`src/design/go_back_n_sender_core_assert.svh`:
```
// Assertion macros shared by the go-back-N sender modules.
`ifndef GO_BACK_N_SENDER_CORE_ASSERT_SVH
`define GO_BACK_N_SENDER_CORE_ASSERT_SVH

`ifndef SYNTH
// Check a property at every rising clock edge, disabled while reset is held.
`define GBN_ASSERT(name, clk, rst_n, prop) \
  name: assert property (@(posedge clk) disable iff (!rst_n) prop) \
    else $error("go_back_n_sender_core: assertion failed");
// Check a property at every rising clock edge, reset included.
`define GBN_ASSERT_ALWAYS(name, clk, prop) \
  name: assert property (@(posedge clk) prop) \
    else $error("go_back_n_sender_core: assertion failed");
`else
`define GBN_ASSERT(name, clk, rst_n, prop)
`define GBN_ASSERT_ALWAYS(name, clk, prop)
`endif

`endif

```
`src/design/gbn_pkg.sv`:
```
// Types and constants shared by the go-back-N sender modules.
`timescale 1ns / 1ps

package gbn_pkg;

  localparam int unsigned SeqW  = 16;
  localparam int unsigned RetxW = 32;
  localparam int unsigned OutsW = 6;
  localparam int unsigned WinW  = 6;
  localparam int unsigned CfgW  = 16;
  localparam int unsigned CfgIdxW = 2;

  // Input item function codes
  localparam logic [1:0] FUNC_TICK  = 2'd0;
  localparam logic [1:0] FUNC_ACK   = 2'd1;
  localparam logic [1:0] FUNC_ABORT = 2'd2;
  localparam logic [1:0] FUNC_START = 2'd3;

  // Result kinds
  localparam logic [1:0] KIND_SEND     = 2'd0;
  localparam logic [1:0] KIND_RUNNING  = 2'd1;
  localparam logic [1:0] KIND_FINISHED = 2'd2;
  localparam logic [1:0] KIND_IDLE     = 2'd3;

  // Configuration register indexes and reset values
  localparam logic [CfgIdxW-1:0] REG_WINDOW_SIZE   = 2'd0;
  localparam logic [CfgIdxW-1:0] REG_MESSAGE_COUNT = 2'd1;
  localparam logic [CfgIdxW-1:0] REG_TIMEOUT_TICKS = 2'd2;

  localparam logic [WinW-1:0] WINDOW_SIZE_RST   = 6'd4;
  localparam logic [SeqW-1:0] MESSAGE_COUNT_RST = 16'd1000;
  localparam logic [SeqW-1:0] TIMEOUT_TICKS_RST = 16'd1500;

  typedef enum logic [1:0] {
    RS_IDLE     = 2'd0,
    RS_RUNNING  = 2'd1,
    RS_FINISHED = 2'd2,
    RS_ABORTED  = 2'd3
  } gbn_run_e;

  // Commands from the controller to the datapath
  typedef struct packed {
    logic capture;  // latch the accepted input beat
    logic exec;     // apply the latched item to the run state
    logic send;     // load a send order into the output register
    logic status;   // load the closing status into the output register
  } gbn_cmd_t;

  // Status from the datapath to the controller
  typedef struct packed {
    logic can_send;
  } gbn_sts_t;

endpackage

```
`src/design/gbn_ctrl.sv`:
```
// Sequencer for the go-back-N sender: item handshake, send burst and output beat valid.
`timescale 1ns / 1ps
`include "go_back_n_sender_core_assert.svh"

module gbn_ctrl (
  input  logic              clk_i,
  input  logic              rst_ni,
  input  logic              in_valid_i,
  output logic              in_ready_o,
  output logic              out_valid_o,
  input  logic              out_ready_i,
  output gbn_pkg::gbn_cmd_t cmd_o,
  input  gbn_pkg::gbn_sts_t sts_i
);

  typedef enum logic [2:0] {
    ST_IDLE = 3'b001,
    ST_EXEC = 3'b010,
    ST_FILL = 3'b100
  } state_e;

  state_e state_q, state_d;
  logic   out_valid_q, out_valid_d;
  logic   out_free;
  logic   accept;

  assign out_free = !out_valid_q || out_ready_i;
  assign accept   = in_valid_i && (state_q == ST_IDLE);

  always_comb begin
    state_d       = state_q;
    cmd_o         = '0;
    cmd_o.capture = accept;
    unique case (state_q)
      ST_IDLE: begin
        if (accept) state_d = ST_EXEC;
      end
      ST_EXEC: begin
        cmd_o.exec = 1'b1;
        state_d    = ST_FILL;
      end
      ST_FILL: begin
        // issue send orders while allowed, then close with the status beat
        if (out_free) begin
          if (sts_i.can_send) begin
            cmd_o.send = 1'b1;
          end else begin
            cmd_o.status = 1'b1;
            state_d      = ST_IDLE;
          end
        end
      end
      default: state_d = ST_IDLE;
    endcase
  end

  always_comb begin
    out_valid_d = out_valid_q;
    if (cmd_o.send || cmd_o.status) out_valid_d = 1'b1;
    else if (out_ready_i)           out_valid_d = 1'b0;
  end

  always_ff @(posedge clk_i or negedge rst_ni) begin
    if (!rst_ni) begin
      state_q     <= ST_IDLE;
      out_valid_q <= 1'b0;
    end else begin
      state_q     <= state_d;
      out_valid_q <= out_valid_d;
    end
  end

  assign in_ready_o  = (state_q == ST_IDLE);
  assign out_valid_o = out_valid_q;

  `GBN_ASSERT(a_accept_to_exec, clk_i, rst_ni, accept |=> state_q == ST_EXEC)
  `GBN_ASSERT(a_load_only_when_free, clk_i, rst_ni,
    (cmd_o.send || cmd_o.status) |-> out_free)
  `GBN_ASSERT(a_status_ends_item, clk_i, rst_ni,
    cmd_o.status |=> (state_q == ST_IDLE) && out_valid_q)

endmodule

```
`src/design/gbn_dp.sv`:
```
// Datapath of the go-back-N sender: configuration, window state and output register.
`timescale 1ns / 1ps
`include "go_back_n_sender_core_assert.svh"

module gbn_dp #(
  parameter int unsigned WINDOW_MAX = 32
) (
  input  logic                              clk_i,
  input  logic                              rst_ni,
  input  logic                              cfg_we_i,
  input  logic [gbn_pkg::CfgIdxW-1:0]       cfg_idx_i,
  input  logic [gbn_pkg::CfgW-1:0]          cfg_data_i,
  input  logic [1:0]                        in_func_i,
  input  logic [gbn_pkg::SeqW-1:0]          in_ack_seq_i,
  input  gbn_pkg::gbn_cmd_t                 cmd_i,
  output gbn_pkg::gbn_sts_t                 sts_o,
  output logic [1:0]                        out_kind_o,
  output logic [gbn_pkg::SeqW-1:0]          out_seq_o,
  output logic [gbn_pkg::RetxW-1:0]         out_retx_o,
  output logic [gbn_pkg::OutsW-1:0]         out_outstanding_o,
  output logic                              out_last_o
);

  localparam logic [6:0] WinMax = 7'(WINDOW_MAX);

  // configuration
  logic [gbn_pkg::WinW-1:0] win_q;
  logic [gbn_pkg::SeqW-1:0] msg_cnt_q;
  logic [gbn_pkg::SeqW-1:0] timeout_q;

  // latched item
  logic [1:0]               func_q;
  logic [gbn_pkg::SeqW-1:0] ack_q;

  // run state
  logic [gbn_pkg::SeqW-1:0]  base_q, base_d;
  logic [gbn_pkg::SeqW-1:0]  next_q, next_d;
  logic [gbn_pkg::SeqW-1:0]  timer_q, timer_d;
  logic [gbn_pkg::RetxW-1:0] resend_q, resend_d;
  gbn_pkg::gbn_run_e         run_q, run_d;
  logic                      fill_en_q, fill_en_d;

  // output register
  logic [1:0]                 kind_q, kind_d;
  logic [gbn_pkg::SeqW-1:0]   oseq_q, oseq_d;
  logic [gbn_pkg::RetxW-1:0]  oretx_q, oretx_d;
  logic [gbn_pkg::OutsW-1:0]  oouts_q, oouts_d;
  logic                       olast_q, olast_d;

  logic [gbn_pkg::SeqW-1:0]  pending;
  logic [6:0]                eff_win;
  logic                      window_full;
  logic [gbn_pkg::RetxW:0]   resend_sum;
  logic                      finish;
  gbn_pkg::gbn_run_e         run_final;

  assign pending = next_q - base_q;

  always_comb begin
    eff_win = {1'b0, win_q};
    if (win_q == '0)       eff_win = 7'd1;
    if (eff_win > WinMax)  eff_win = WinMax;
  end

  assign window_full    = pending >= {9'd0, eff_win};
  assign sts_o.can_send = fill_en_q && !window_full && (next_q < msg_cnt_q);
  assign resend_sum     = {1'b0, resend_q} + {17'd0, pending};
  assign finish         = (run_q == gbn_pkg::RS_RUNNING) && (next_q >= msg_cnt_q) &&
                          (pending == '0);
  assign run_final      = finish ? gbn_pkg::RS_FINISHED : run_q;

  always_comb begin
    base_d    = base_q;
    next_d    = next_q;
    timer_d   = timer_q;
    resend_d  = resend_q;
    run_d     = run_q;
    fill_en_d = fill_en_q;
    kind_d    = kind_q;
    oseq_d    = oseq_q;
    oretx_d   = oretx_q;
    oouts_d   = oouts_q;
    olast_d   = olast_q;

    if (cmd_i.exec) begin
      fill_en_d = 1'b0;
      if (func_q == gbn_pkg::FUNC_START) begin
        base_d    = '0;
        next_d    = '0;
        timer_d   = '0;
        resend_d  = '0;
        run_d     = gbn_pkg::RS_RUNNING;
        fill_en_d = 1'b1;
      end else if (run_q == gbn_pkg::RS_RUNNING) begin
        unique case (func_q)
          gbn_pkg::FUNC_ABORT: run_d = gbn_pkg::RS_ABORTED;
          gbn_pkg::FUNC_ACK: begin
            // only the oldest outstanding number slides the window
            if (ack_q == base_q && pending != '0) begin
              base_d    = base_q + 16'd1;
              timer_d   = '0;
              fill_en_d = 1'b1;
            end
          end
          gbn_pkg::FUNC_TICK: begin
            if (window_full) begin
              if (timer_q >= timeout_q) begin
                // go back to base and count every outstanding packet as resent
                resend_d  = resend_sum[gbn_pkg::RetxW] ? '1 : resend_sum[gbn_pkg::RetxW-1:0];
                next_d    = base_q;
                timer_d   = '0;
                fill_en_d = 1'b1;
              end else begin
                timer_d = timer_q + 16'd1;
              end
            end else begin
              timer_d = '0;
            end
          end
          default: ;
        endcase
      end
    end

    if (cmd_i.send) begin
      next_d  = next_q + 16'd1;
      kind_d  = gbn_pkg::KIND_SEND;
      oseq_d  = next_q;
      oretx_d = resend_q;
      oouts_d = gbn_pkg::OutsW'(pending + 16'd1);
      olast_d = 1'b0;
    end

    if (cmd_i.status) begin
      run_d   = run_final;
      oseq_d  = base_q;
      oretx_d = resend_q;
      oouts_d = pending[gbn_pkg::OutsW-1:0];
      olast_d = 1'b1;
      unique case (run_final)
        gbn_pkg::RS_RUNNING:  kind_d = gbn_pkg::KIND_RUNNING;
        gbn_pkg::RS_FINISHED: kind_d = gbn_pkg::KIND_FINISHED;
        default:              kind_d = gbn_pkg::KIND_IDLE;
      endcase
    end
  end

  always_ff @(posedge clk_i or negedge rst_ni) begin
    if (!rst_ni) begin
      win_q     <= gbn_pkg::WINDOW_SIZE_RST;
      msg_cnt_q <= gbn_pkg::MESSAGE_COUNT_RST;
      timeout_q <= gbn_pkg::TIMEOUT_TICKS_RST;
    end else if (cfg_we_i) begin
      unique case (cfg_idx_i)
        gbn_pkg::REG_WINDOW_SIZE:   win_q     <= cfg_data_i[gbn_pkg::WinW-1:0];
        gbn_pkg::REG_MESSAGE_COUNT: msg_cnt_q <= cfg_data_i;
        gbn_pkg::REG_TIMEOUT_TICKS: timeout_q <= cfg_data_i;
        default: ;
      endcase
    end
  end

  always_ff @(posedge clk_i or negedge rst_ni) begin
    if (!rst_ni) begin
      base_q    <= '0;
      next_q    <= '0;
      timer_q   <= '0;
      resend_q  <= '0;
      run_q     <= gbn_pkg::RS_IDLE;
      fill_en_q <= 1'b0;
    end else begin
      base_q    <= base_d;
      next_q    <= next_d;
      timer_q   <= timer_d;
      resend_q  <= resend_d;
      run_q     <= run_d;
      fill_en_q <= fill_en_d;
    end
  end

  always_ff @(posedge clk_i) begin
    if (cmd_i.capture) begin
      func_q <= in_func_i;
      ack_q  <= in_ack_seq_i;
    end
    kind_q  <= kind_d;
    oseq_q  <= oseq_d;
    oretx_q <= oretx_d;
    oouts_q <= oouts_d;
    olast_q <= olast_d;
  end

  assign out_kind_o        = kind_q;
  assign out_seq_o         = oseq_q;
  assign out_retx_o        = oretx_q;
  assign out_outstanding_o = oouts_q;
  assign out_last_o        = olast_q;

  `GBN_ASSERT_ALWAYS(a_pending_bounded, clk_i, pending <= {9'd0, WinMax})
  `GBN_ASSERT(a_resend_only_on_exec, clk_i, rst_ni, !cmd_i.exec |=> $stable(resend_q))
  `GBN_ASSERT(a_status_beat_is_last, clk_i, rst_ni,
    cmd_i.status |=> olast_q && (kind_q != gbn_pkg::KIND_SEND))

endmodule

```
`src/design/go_back_n_sender_core.sv`:
```
// Top level of the go-back-N sender: stream ports, controller and datapath.
`timescale 1ns / 1ps

// Go-back-N ARQ sender. Each input beat is a tick, an acknowledgement, an abort
// or a start; each produces zero or more send orders (kind 0) followed by one
// status beat with tlast high. An item is accepted, applied to the run state,
// then issues its send orders through the single output register and closes with
// the status beat; a stalled output stretches this. A resend burst restarts at
// the base and issues every outstanding number again, at most WINDOW_MAX orders.
// Write the configuration registers only while no item is in flight.
module go_back_n_sender_core #(
  parameter int unsigned WINDOW_MAX = 32
) (
  input  logic        clk_i,
  input  logic        rst_ni,
  // configuration: 0 window_size, 1 message_count, 2 timeout_ticks
  input  logic        cfg_we_i,
  input  logic [1:0]  cfg_idx_i,
  input  logic [15:0] cfg_data_i,
  input  logic        s_axis_tvalid,
  output logic        s_axis_tready,
  input  logic [15:0] s_axis_tdata,   // ack_seq[15:0]
  input  logic [1:0]  s_axis_tuser,   // func[1:0]
  output logic        m_axis_tvalid,
  input  logic        m_axis_tready,
  output logic [55:0] m_axis_tdata,   // seq[15:0], retransmit_count[47:16],
                                      // outstanding[53:48], zero pad
  output logic [1:0]  m_axis_tuser,   // kind[1:0]
  output logic        m_axis_tlast
);

  gbn_pkg::gbn_cmd_t cmd;
  gbn_pkg::gbn_sts_t sts;

  logic [1:0]  out_kind;
  logic [15:0] out_seq;
  logic [31:0] out_retx;
  logic [5:0]  out_outstanding;

  gbn_ctrl u_ctrl (
    .clk_i       (clk_i),
    .rst_ni      (rst_ni),
    .in_valid_i  (s_axis_tvalid),
    .in_ready_o  (s_axis_tready),
    .out_valid_o (m_axis_tvalid),
    .out_ready_i (m_axis_tready),
    .cmd_o       (cmd),
    .sts_i       (sts)
  );

  gbn_dp #(
    .WINDOW_MAX (WINDOW_MAX)
  ) u_dp (
    .clk_i             (clk_i),
    .rst_ni            (rst_ni),
    .cfg_we_i          (cfg_we_i),
    .cfg_idx_i         (cfg_idx_i),
    .cfg_data_i        (cfg_data_i),
    .in_func_i         (s_axis_tuser),
    .in_ack_seq_i      (s_axis_tdata),
    .cmd_i             (cmd),
    .sts_o             (sts),
    .out_kind_o        (out_kind),
    .out_seq_o         (out_seq),
    .out_retx_o        (out_retx),
    .out_outstanding_o (out_outstanding),
    .out_last_o        (m_axis_tlast)
  );

  assign m_axis_tdata = {2'b00, out_outstanding, out_retx, out_seq};
  assign m_axis_tuser = out_kind;

endmodule
```
`config.mk`:
```
export PLATFORM = sky130hd
export DESIGN_NAME = go_back_n_sender_core
export DESIGN_NICKNAME = d
export VERILOG_FILES = /design/src/design/gbn_pkg.sv /design/src/design/gbn_ctrl.sv /design/src/design/gbn_dp.sv /design/src/design/go_back_n_sender_core.sv
export VERILOG_INCLUDE_DIRS = /design/src /design/src/design
export SDC_FILE = /design/constraint.sdc
export NUM_CORES = 1
export LEC_CHECK = 0
export ABC_AREA = 1
export BUFFER_PORTS_ARGS = -buffer_cell sky130_fd_sc_hd__buf_2
export CAP_MARGIN = 10
export CORE_MARGIN = 3
export CORE_UTILIZATION = 45
export CTS_CLUSTER_SIZE = 20
export DETAILED_ROUTE_END_ITERATION = 10
export GPL_TIMING_DRIVEN = 0
export PLACE_DENSITY = 0.62
export SLEW_MARGIN = 30
export SYNTH_ARGS = -nofsm -noshare
export SYNTH_HDL_FRONTEND = slang
export SYNTH_SLANG_ARGS = --single-unit
```
`constraint.sdc`:
```
create_clock -name clk_i -period 6.4 [get_ports clk_i]
set_input_delay 0.96 -clock clk_i [delete_from_list [all_inputs] [get_ports clk_i]]
set_output_delay 0.96 -clock clk_i [all_outputs]
set_load 0.03 [all_outputs]
```
# Word-level counts from Yosys, hierarchy flattened
# Cells that the tools add are included.
# totals
ram_bits	0
out_inout_bits	61
latch_bits	0
elab_cells	143
regBits	200
mem_bits_ro	0
memories	0
# classes
n_addsub	6
reduce_logical	41
eq_ne	16
div	0
mux	57
bitwise_logic	0
shift	0
multipliers	0
n_lt_le_gt_ge	5
# ops
operator	count
16-bit two-way mux	18
32-bit two-way mux	8
16-bit by 1-bit adder with 16-bit output, second input constant	3
32-bit by 16-bit adder with 33-bit output	1
16-bit greater-or-equal comparator	2
16-bit one-hot mux with 2 select lines	1
3-bit nonzero test	7
2-bit two-way mux	10
2-bit nonzero test	10
6-bit two-way mux	3
16-bit equality test	1
16-bit by 7-bit greater-or-equal comparator with 1-bit output	1
16-bit zero test	1
16-bit < comparator	1
16-bit nonzero test	1
16-bit subtractor	1
1-bit two-way mux	10
5-bit AND reduction	2
3-bit two-way mux	3
3-bit one-hot mux with 3 select lines	1
2-bit by 1-bit equality test with 1-bit output, second input constant	4
2-bit equality test, second input constant	4
4-bit AND reduction	2
7-bit two-way mux	1
17 further kinds	29

# Longest topological paths before layout
# logic_depth
ltp_word	13
mapped_depth	25
ltp_nobuf	25

# Modules after synthesis
# A second synthesis with hierarchy kept.
# hier_totals
hier_cells	1609
hier_area_um2	12627.1
# modules_own_cells
mod	seq_area_each_um2	instances	cells_each	area_per_inst_um2
gbn_dp	5287.6	1	1574	12383.1
gbn_ctrl	101.3	1	32	225.2
go_back_n_sender_core	0.0	1	3	18.8

# Worst setup path before layout
# OpenSTA, ideal clock, no wires.
# synth_path
path_kind	register -> register
startpoint	register u_dp.base_q[2] in the netlist's numbering
endpoint	register u_dp.resend_q[10] in the netlist's numbering
slack_ns	2.933
required_time_ns	6.274
stages_incl_launch_ff	22
setup_ns	0.126
t_arrival_ns	3.341
cell_sequence	dfrtp_1 -> clkinv_1 -> ha_1 -> nand2_1 -> nand2_1 -> inv_1 -> nand2_2 -> xor2_1 -> ha_1 -> a21oi_1 -> nand2_1 -> nand2_1 -> nand2_1 -> nand3_1 -> nand2_1 -> nand2_1 -> nand2_1 -> nand2_1 -> clkbuf_1 -> nand2_1 -> nand2_1 -> o21ai_0
# synth_between
elab_chain_len	8
# synth_rtl
item	line_no	source
from (decl)	gbn_dp.sv:36	logic [gbn_pkg::SeqW-1:0] base_q, base_d;
from (signal assigned)	gbn_dp.sv:172	base_q <= base_d;
16-bit subtractor *	gbn_dp.sv:57	assign pending = next_q - base_q;
32-bit by 16-bit adder with 33-bit output	gbn_dp.sv:67	assign resend_sum = {1'b0, resend_q} + {17'd0, pending};
32-bit two-way mux	gbn_dp.sv:109	resend_d = resend_sum[gbn_pkg::RetxW] ? '1 : resend_sum[gbn_pkg::RetxW-1:0];
32-bit two-way mux	gbn_dp.sv:107	if (timer_q >= timeout_q) begin
32-bit two-way mux	gbn_dp.sv:106	if (window_full) begin
32-bit two-way mux	gbn_dp.sv:95	unique case (func_q)
32-bit two-way mux	gbn_dp.sv:94	end else if (run_q == gbn_pkg::RS_RUNNING) begin
32-bit two-way mux	gbn_dp.sv:87	if (func_q == gbn_pkg::FUNC_START) begin
to (signal assigned)	gbn_dp.sv:175	resend_q <= resend_d;
to (decl)	gbn_dp.sv:39	logic [gbn_pkg::RetxW-1:0] resend_q, resend_d;
# Every way passes the cells marked *; elsewhere a longest branch is shown, timed or not. The select of a mux whose other input is x is not followed.
# A chain may end at the register's enable or synchronous reset.

# Worst setup path after layout
# layout_path
startpoint	register u_dp.base_q[2] in the netlist's numbering
endpoint	register u_dp.resend_q[14] in the netlist's numbering
# Same word-level chain as after synthesis.

==> impl_metrics.yaml <==
run_status:
  status: "finished, final reports clean"
worst_setup_path:
  regToRegStartpoint: "u_dp.base_q[2]"
  crit_path_max_fanout: 10
  crit_top_cell: "nand2_1"
  cp.depth: 21
  critPathBufInv: 3
  crit_path_start_kind: "register"
  critPathTopFamily: "simple AND/OR/NAND/NOR gates"
  crit_type: "register to register"
  worst_setup_path_end_kind: "register"
  slowest_delay_ns: 0.55
  path_cells: "clkinv_1, ha_1, nand2_1, nand2_1, inv_1, nand2_2, xor2_1, ha_1, a21oi_1, nand2_1, nand2_1, nand2_1, nand3_1, nand2_1, nand2_1, nand2_1, nand2_1, clkbuf_1, nand2_1, nand2_1, o21ai_0"
  cp_slowest_cell: "xor2_1"
  crit_path_start: "u_dp.base_q[2]"
  rr_worst_depth: 21
  endpoint: "u_dp.resend_q[14]"
  reg2reg_slack_ns: 1.82
  worstPathArrival_ns: 4.91
  required_ns: 6.73
  reg2reg_to: "u_dp.resend_q[14]"
synthesis:
  yosysSeqAreaShare: 0.4186
  ys.flop_type: "dfrtp_1"
  async_flop_share: 0.6250
  synth_edf_count: 74
  synth.top_cell.area_share: 0.2138
  ys_warn_count: 0
  synth_top_area_cell: "dfrtp_1"
  ys_ff_latch: 200
  syn_area_per_cell_um2: 7.769
  ys_types: 46
  synthTopCellsByArea: "dfrtp_1 21%, edfxtp_1 17%, nand2_1 15%, ha_1 7.6%, inv_1 5.6%"
  synth_cells: 1657
  syn_area_um2: 12870
grt:
  gr-total-overflow: 0
  grt_max_degree: 83
  grt_pass1_vias: 10540
  grt_antenna_before_repair: 0
  grt_pass1_wl_um: 54000
  grt_use_total: 0.2183
timing:
  whs_ns: 0.3907
  clock_skew_ns: 0.02539
  maxSlewViolCount: 0
  fin_ws_ns: 1.824
  period_share: 0.7150
  finalSetupTns_ns: 0
  rsz0062_at_grt: "no"
  hold_viol_final: 0
  setup_viol: 0
  layout_min_cycle_time_ns: 4.576
  tightestPinTransition_ns: 0.7554
  fmax_mhz: 218.5
  max_slew_margin: 0.4917
clocking:
  clk_latency_ns: 0.45
  cts.sinks: 200
  cts_tree: "built"
  post_cts_buffers: 0
  clockBufferDepth: 2
  root_buffer: "clkbuf_16"
  holdBufCountCts: 0
  ctsResizeCount: 0
  htree_levels: 4
  clk_pin_slew_worst_paths_ns: 0.09
  numCtsBuffers: 17
detailed_routing:
  drc: 0
  drtIter0Drc: 792
  drt_first_pass_iters: 5
  antenna_left: 0
  vias: 11160
  wire_per_inst_um: 15.25
  wirelength_um: 33100
  avgViaCountPerCell: 5.141
floorplanning:
  die_x_um: 175.1
  coreArea_um2: 28010
  fp-row-count: 61
  initial_core_util: 0.4596
  fp.dieH_um: 175.1
  die_area_um2: 30670
  io_pins: 102
layout:
  nFillCells: 2771
  mostFrequentLayoutCells: "520 x nand2_1, 192 x inv_1, 110 x dfrtp_1, 109 x buf_2, 102 x nand3_1"
  final_common_cell: "nand2_1"
  drive_above_1_share: 0.1183
  syn2layout_area_growth_pct: 12.97
  fin_cells: 2170
  finalNetCount: 1900
  antennaDiodeCount: 0
min_path:
  min_path_type: "primary input to asynchronous set/reset pin"
placed_design:
  hpwl_um: 25580
  dp_cells: 2138
  finalWeightedCongestion: 1.004
  dp_slack_ns: 1.919
  port_buffers: 99
power:
  power_density_nw_per_um2: 327.2
  p_leak_nw: 7.030
  vdd_ir_drop_max_v: 0.0002237
flow_run:
  drv_cap: 0
registers in the layout, indices dropped and copies added, names as in the netlist, 2 cells and up:
name	cells
u_dp.resend_q	32
u_dp.timeout_q	16
u_dp.func_q	2
u_dp.ack_q	16
u_ctrl.state_q	3
u_dp.out_kind_o	2
u_dp.out_seq_o	16
u_dp.win_q	6
u_dp.base_q	16
u_dp.out_outstanding_o	6
u_dp.run_q	2
u_dp.msg_cnt_q	16
u_dp.timer_q	16
u_dp.next_q	16
u_dp.out_retx_o	32
stage by stage:
step                      utilization  area [um^2]  total power [mW]
final                          0.5192        14540             4.759
after global routing           0.5192        14540             5.128
after CTS                      0.5192        14540             4.778
after detailed placement       0.4972        13930             3.635
after global placement         0.4943        13850             3.596
after floorplan                     -        12880             3.119
cells in the mapped netlist, types with 3 or more instances:
master	count
dfstp_2	15
nor3_1	40
o211ai_1	3
edfxtp_1	74
a21oi_1	54
buf_4	5
clkbuf_1	19
clkinv_1	5
ha_1	78
or2_2	6
nor2_4	3
o21ai_1	31
nor2_1	97
buf_6	7
xnor2_1	33
nor4_1	6
nand4_1	39
inv_2	4
dfrtp_1	110
nand3_1	102
xor2_1	39
nand2_1	520
o21ai_0	97
and2_1	4
nand3b_1	23
nand3_4	4
nor2_2	4
nand2_2	10
buf_2	12
inv_1	192
area by class of cell:
type                            count  area [um^2]  share of cell area
Tap cell                          378        473.0             0.03252
Timing Repair Buffer              102        571.8             0.03932
Clock buffer                       17        425.4             0.02925
Sequential cell                   200         5389              0.3705
Inverter                          201        754.5             0.05188
Multi-Input combinational cell   1212         6470              0.4449
Buffer                             45        269.0             0.01850
Clock inverter                     15        191.4             0.01316
worst min path at each step:
stage / start / to / slack (ns)
6_report: rst_ni / u_dp.timer_q[12] / 0.39
3_3_place_gp: u_dp.out_last_o / u_dp.out_last_o / 0.45
5_1_grt: rst_ni / u_dp.timer_q[12] / 0.40
3_5_place_dp: u_dp.out_last_o / u_dp.out_last_o / 0.45
4_1_cts: rst_ni / u_dp.timer_q[12] / 0.40
2_1_floorplan: u_dp.msg_cnt_q[10] / u_dp.msg_cnt_q[10] / 0.45
worst register-to-register path: cells and delay by family, from the launching register on:
family,cells,cell delay (ns)
compound gates,2,0.25
xor+xnor,1,0.55
fa+ha+maj,2,0.89
buf+inv,3,0.81
flops,1,0.44
simple gates,13,1.52
logic make-up (layout without fill, tap and decap cells):
logic type,after synthesis,count (layout),share of synthesized area
adder cells (fa/ha/maj),80,80,0.07892
other,1,2,0.0002913
AO/OA/AOI/OAI,193,193,0.07727
AND/OR/NAND/NOR,864,864,0.2954
buffers and inverters,246,380,0.07931
XOR/XNOR,73,73,0.05025
flip-flops,200,200,0.4186
power breakdown:
group	switching [mW]	internal (mW)
clock	0.598	0.538
sequential	0.112	1.53
combinational	1.31	0.671
total	2.02	2.74
per-layer routing:
layer	global-route usage	routed length (um)
met1	0.3050	15660
met3	0.05367	2189
met4	0.05319	487
met5	0.02244	92
met2	0.3402	14670
Power figures use the tool's default switching activity.
